File: src/design/af_pkg.sv
// ----------------------------------------------------------------------------
// af_pkg
// shared types and constants of the flanger
// ----------------------------------------------------------------------------
`default_nettype none

package af_pkg;

  // sizes must be powers of two
  localparam int DELAY_DEPTH_DEF = 4096;
  localparam int SINE_SIZE_DEF   = 256;

  localparam int SAMPLE_W = 16;
  localparam int GAIN_W   = 15;
  localparam int DLY_W    = 12;
  localparam int STEP_W   = 32;
  localparam int PHASE_W  = 32;
  localparam int IDX_W    = 4;
  localparam int DATA_W   = 32;
  localparam int MUL_W    = 18;
  localparam int PROD_W   = 2 * MUL_W;

  localparam logic [IDX_W-1:0] REG_GAIN  = 4'd0;
  localparam logic [IDX_W-1:0] REG_MEAN  = 4'd1;
  localparam logic [IDX_W-1:0] REG_DEPTH = 4'd2;
  localparam logic [IDX_W-1:0] REG_STEP  = 4'd3;

  localparam logic [GAIN_W-1:0] GAIN_RST  = 15'd29491;
  localparam logic [DLY_W-1:0]  MEAN_RST  = 12'd48;
  localparam logic [DLY_W-1:0]  DEPTH_RST = 12'd38;
  localparam logic [STEP_W-1:0] STEP_RST  = 32'd8948;

  // sine polynomial coefficients, q15
  localparam logic [MUL_W-1:0] SIN_A = 18'd51472;
  localparam logic [MUL_W-1:0] SIN_B = 18'd21167;
  localparam logic [MUL_W-1:0] SIN_C = 18'd2611;

  typedef struct packed {
    logic                    en;
    logic signed [MUL_W-1:0] a;
    logic signed [MUL_W-1:0] b;
  } mul_req_t;

endpackage

`default_nettype wire

File: src/design/af_mul.sv
// ----------------------------------------------------------------------------
// af_mul
// shared signed multiplier with registered product
// ----------------------------------------------------------------------------
`default_nettype none

module af_mul (
  input  wire logic                          clk,
  input  wire af_pkg::mul_req_t              req,
  output      logic signed [af_pkg::PROD_W-1:0] prod
);

  import af_pkg::*;

  // product holds while no step is issued
  always_ff @(posedge clk) begin
    if (req.en) begin
      prod <= req.a * req.b;
    end
  end

endmodule

`default_nettype wire

File: config.mk
export PLATFORM = sky130hd
export DESIGN_NAME = af_mul
export DESIGN_NICKNAME = d
export VERILOG_FILES = /design/src/design/af_pkg.sv /design/src/design/af_mul.sv
export SDC_FILE = /design/constraint.sdc
export NUM_CORES = 1
export LEC_CHECK = 0
export BUFFER_PORTS_ARGS = -buffer_cell sky130_fd_sc_hd__buf_2
export CORE_ASPECT_RATIO = 0.6
export CORE_MARGIN = 4
export CORE_UTILIZATION = 60
export CTS_CLUSTER_SIZE = 25
export DETAILED_ROUTE_END_ITERATION = 10
export PLACE_DENSITY = 0.79
export SLEW_MARGIN = 20
export SYNTH_ARGS = -nofsm -noshare
export SYNTH_HDL_FRONTEND = slang
export SYNTH_SLANG_ARGS = --single-unit
File: constraint.sdc
create_clock -name clk -period 7.9 [get_ports clk]
set_input_delay 0.395 -clock clk [delete_from_list [all_inputs] [get_ports clk]]
set_output_delay 0.395 -clock clk [all_outputs]
set_load 0.02 [all_outputs]
== Yosys cells after proc, flatten, opt, wreduce, memory -nomap -nowiden ==
Index checks and enable logic that the tools add are counted.

* Multipliers: 1

{| class="wikitable"
|+ Operators by type and width
! kind !! count
|-
| multiplier 18 x 18 -> 36 bit || 1
|}

* Input port bits: 38
* Output and inout port bits: 36
* Bits in registers: 36
* Logic and storage cells: 2

== Depth between registers and ports, before layout ==
* Word-level depth: 1
* Gate-level depth with buffers: 26
* Depth with buffers taken out: 23

== Worst setup path before layout ==
No wires, ideal clock.

* Path type: input to register
* Start point: in req[35] (netlist bit)
* End point: reg prod[35] (netlist bit) (data pin)
* Slack: 1.341 ns
* Arrival time: 6.300 ns
* Path buffers: 2
* Data required time: 7.640 ns
* Stages on the path: 25
* Setup time: 0.260 ns
* Cell sequence: clkbuf_1 clkbuf_1 nand2_1 inv_1 fa_1 inv_1 fa_1 inv_1 ha_1 inv_1 fa_1 inv_1 fa_1 inv_1 fa_1 inv_1 ha_1 and3_1 and4_1 o211ai_1 o211ai_1 o41ai_1 o2111ai_1 a21oi_1 xnor2_1

* Word-level cells in the longest chain between the ends: 1

{| class="wikitable"
|+ RTL lines
! item !! line !! source
|-
| from (decl) || af_mul.sv:9 || <nowiki>input wire af_pkg::mul_req_t req,</nowiki>
|-
| multiplier 18 x 18 -> 36 bit || af_mul.sv:18 || <nowiki>prod <= req.a * req.b;</nowiki>
|-
| to (signal assigned) || af_mul.sv:18 ||
|-
| to (decl) || af_mul.sv:10 || <nowiki>output logic signed [af_pkg::PROD_W-1:0] prod</nowiki>
|}

No other way between the ends.
A chain may end at the register's enable or synchronous reset.

== Worst setup path after layout ==
* Start point: in req[1] (netlist bit)
* End point: reg prod[35] (netlist bit) (data pin)

Same word-level chain as after synthesis.

==> impl_metrics.ini <==
[outcome]
status = complete, no violations

[synth]
ys_seq_area_frac = 0.0814
netlist_area_mm2 = 0.0133
syn_avg_cell_area_um2 = 9.63
synth_warnings = 0
async_reset_ff_frac = 0
synth_seq_cells = 36
synth-main-ff-cell = edfxtp_1
synthesis.instances = 1378
synth.net_count = 1838
yosysUniqueCellTypes = 48
synth_edf_count = 36

[grt]
met2_usage = 0.370
grt_pass1_wl_mm = 54.8
antenna_found_initial = 1
grtUsageMet3 = 0.150
gr-total-overflow = 0
grtUsageTotal = 0.297
grt_max_degree = 37
met1_usage = 0.474
top_usage_layer = met1
grt_pass1_vias = 9771

[sta]
final-setup-viol-count = 0
worst_slew_pin_slew_ns = 0.843
setup_ws_ns = 1.18
drv_slew = 0
period_minus_slack_ns = 6.72
period_share = 0.850
rsz0062_at_grt = no
hold_violations = 0
fmax_ghz = 0.149
relSlewSlack = 0.438
fin_setup_tns_ns = 0

[clock_tree]
cts_resized = 0
h-tree-depth = 2
clk_pin_slew_ns = 0.06
root_buffer = clkbuf_16
cts_tree = done
cts_setup_buffers = 0
cts_buffers = 5
clockBufferDepth = 2
hold_buffers = 0
clock-sinks = 36

[floorplan]
die_width_um = 200
num_rows = 41
fp.dieArea_mm2 = 0.0246
initial_utilization = 0.621
core-area_mm2 = 0.0214
die_h_um = 123
ios = 74

[finish]
diodes = 0
area_growth_pct = 5.43
regMostFlops = prod
largest_reg_flops = 36
final_cell_mix = 371 x inv_1, 329 x fa_1, 163 x and2_1
finalNetCount = 1875
top_regs = prod: 36 flops
final_common_cell = inv_1
final_cells = 1695
drive_above_1_share = 0.0657

[placed_design]
dp_hpwl_mm = 28.2
portBuffers = 73
placedCellCount = 1687
dp_slack_ns = 0.924
gp_congestion = 0.951

[drt]
drc = 0
via_per_inst = 5.48
drt_iter0_markers = 729
final_antenna_net_count = 0
firstDrtPassIters = 5
finalWirelength_mm = 33.7
avgRoutedWirePerCell_um = 19.9
routed-via-count = 9289

[flow_run]
maxCapViolations = 0

[min_path]
holdCritPathClass = in2reg

[critical_path]
crit_fanout = 18
critical_path_required_ns = 7.94
cp.arrival_ns = 6.76
worstSetupEndpointType = flop
startpoint_type = input pin
critPathKind = in2reg
==> logic make-up after synthesis <==
group / share of synthesized area
simple gates: 0.150
buf+inv: 0.117
mux: 0.00160
flops: 0.0814
xor+xnor: 0.0224
fa+ha+maj: 0.584
compound gates: 0.0435
==> cell usage after synthesis, drive strengths merged, types with 3 or more instances <==
| cell | number | area (um2) |
|---|---|---|
| nor3 | 5 | 25.0 |
| o21ai | 16 | 83.8 |
| edfxtp | 36 | 1080 |
| nand2 | 157 | 589 |
| nor2b | 17 | 106 |
| clkbuf | 44 | 165 |
| a21oi | 22 | 118 |
| and2 | 163 | 1020 |
| o211ai | 5 | 37.5 |
| xnor2 | 32 | 280 |
| nor2 | 18 | 67.6 |
| a21o | 8 | 60.1 |
| inv | 371 | 1390 |
| a2111oi | 3 | 51.3 |
| a211o | 3 | 26.3 |
| a31oi | 5 | 31.3 |
| ha | 93 | 1160 |
| fa | 329 | 6590 |
| a21boi | 3 | 22.5 |
| nand2b | 9 | 56.3 |
| nand3 | 6 | 30.0 |
| o21bai | 5 | 37.5 |
==> critical path, cell delays in order <==
cell and delay [ns]:
buf_2 0.21, and2_1 0.25, fa_1 0.59, inv_1 0.13, fa_1 0.52, inv_1 0.06, ha_1 0.50, inv_1 0.24
fa_1 0.54, inv_1 0.06, fa_1 0.55, inv_1 0.05, fa_1 0.48, inv_1 0.05, ha_1 0.36, and2_1 0.22
and4_1 0.21, o211ai_1 0.09, o211ai_1 0.16, o41ai_1 0.59, o2111ai_1 0.22, a21oi_1 0.21, xnor2_1 0.08
==> per-stage QoR <==
stage	area, um2	hold slack (ns)	util
after detailed placement	13800	0.840	0.647
after global routing	14000	0.738	0.654
final	14000	0.716	0.654
after CTS	14000	0.704	0.654
after global placement	13800	0.842	0.647
after floorplan	13300	0.507	-
==> per-layer routing <==
| layer | up-vias | wire length (um) | part of all wire |
|---|---|---|---|
| met3 | 21 | 5670 | 0.17 |
| met2 | 527 | 12600 | 0.38 |
| li1 | 4089 | - | - |
| met1 | 4652 | 15100 | 0.45 |
| met5 | - | 0 | 0 |
| met4 | 0 | 237 | 0.0070 |
==> worst paths after layout <==
check	start	slack, ns	cells past startpoint	end
max	req[1]	1.18	23	prod[35]$_DFFE_PP_
min	req[18]	0.72	2	prod[0]$_DFFE_PP_
==> cell type report <==
cell class	instances	area, um2
multi-input cells	927	10600
flip-flops and latches	36	1080
inverters	371	1390
repair buffers	74	373
clock inverters	2	35.0
fillers	1648	7400
clock buffers	6	129
well taps	279	349
Power is not shown: default switching activity piles up to over one toggle a cycle in this logic, so the estimate is an artifact.
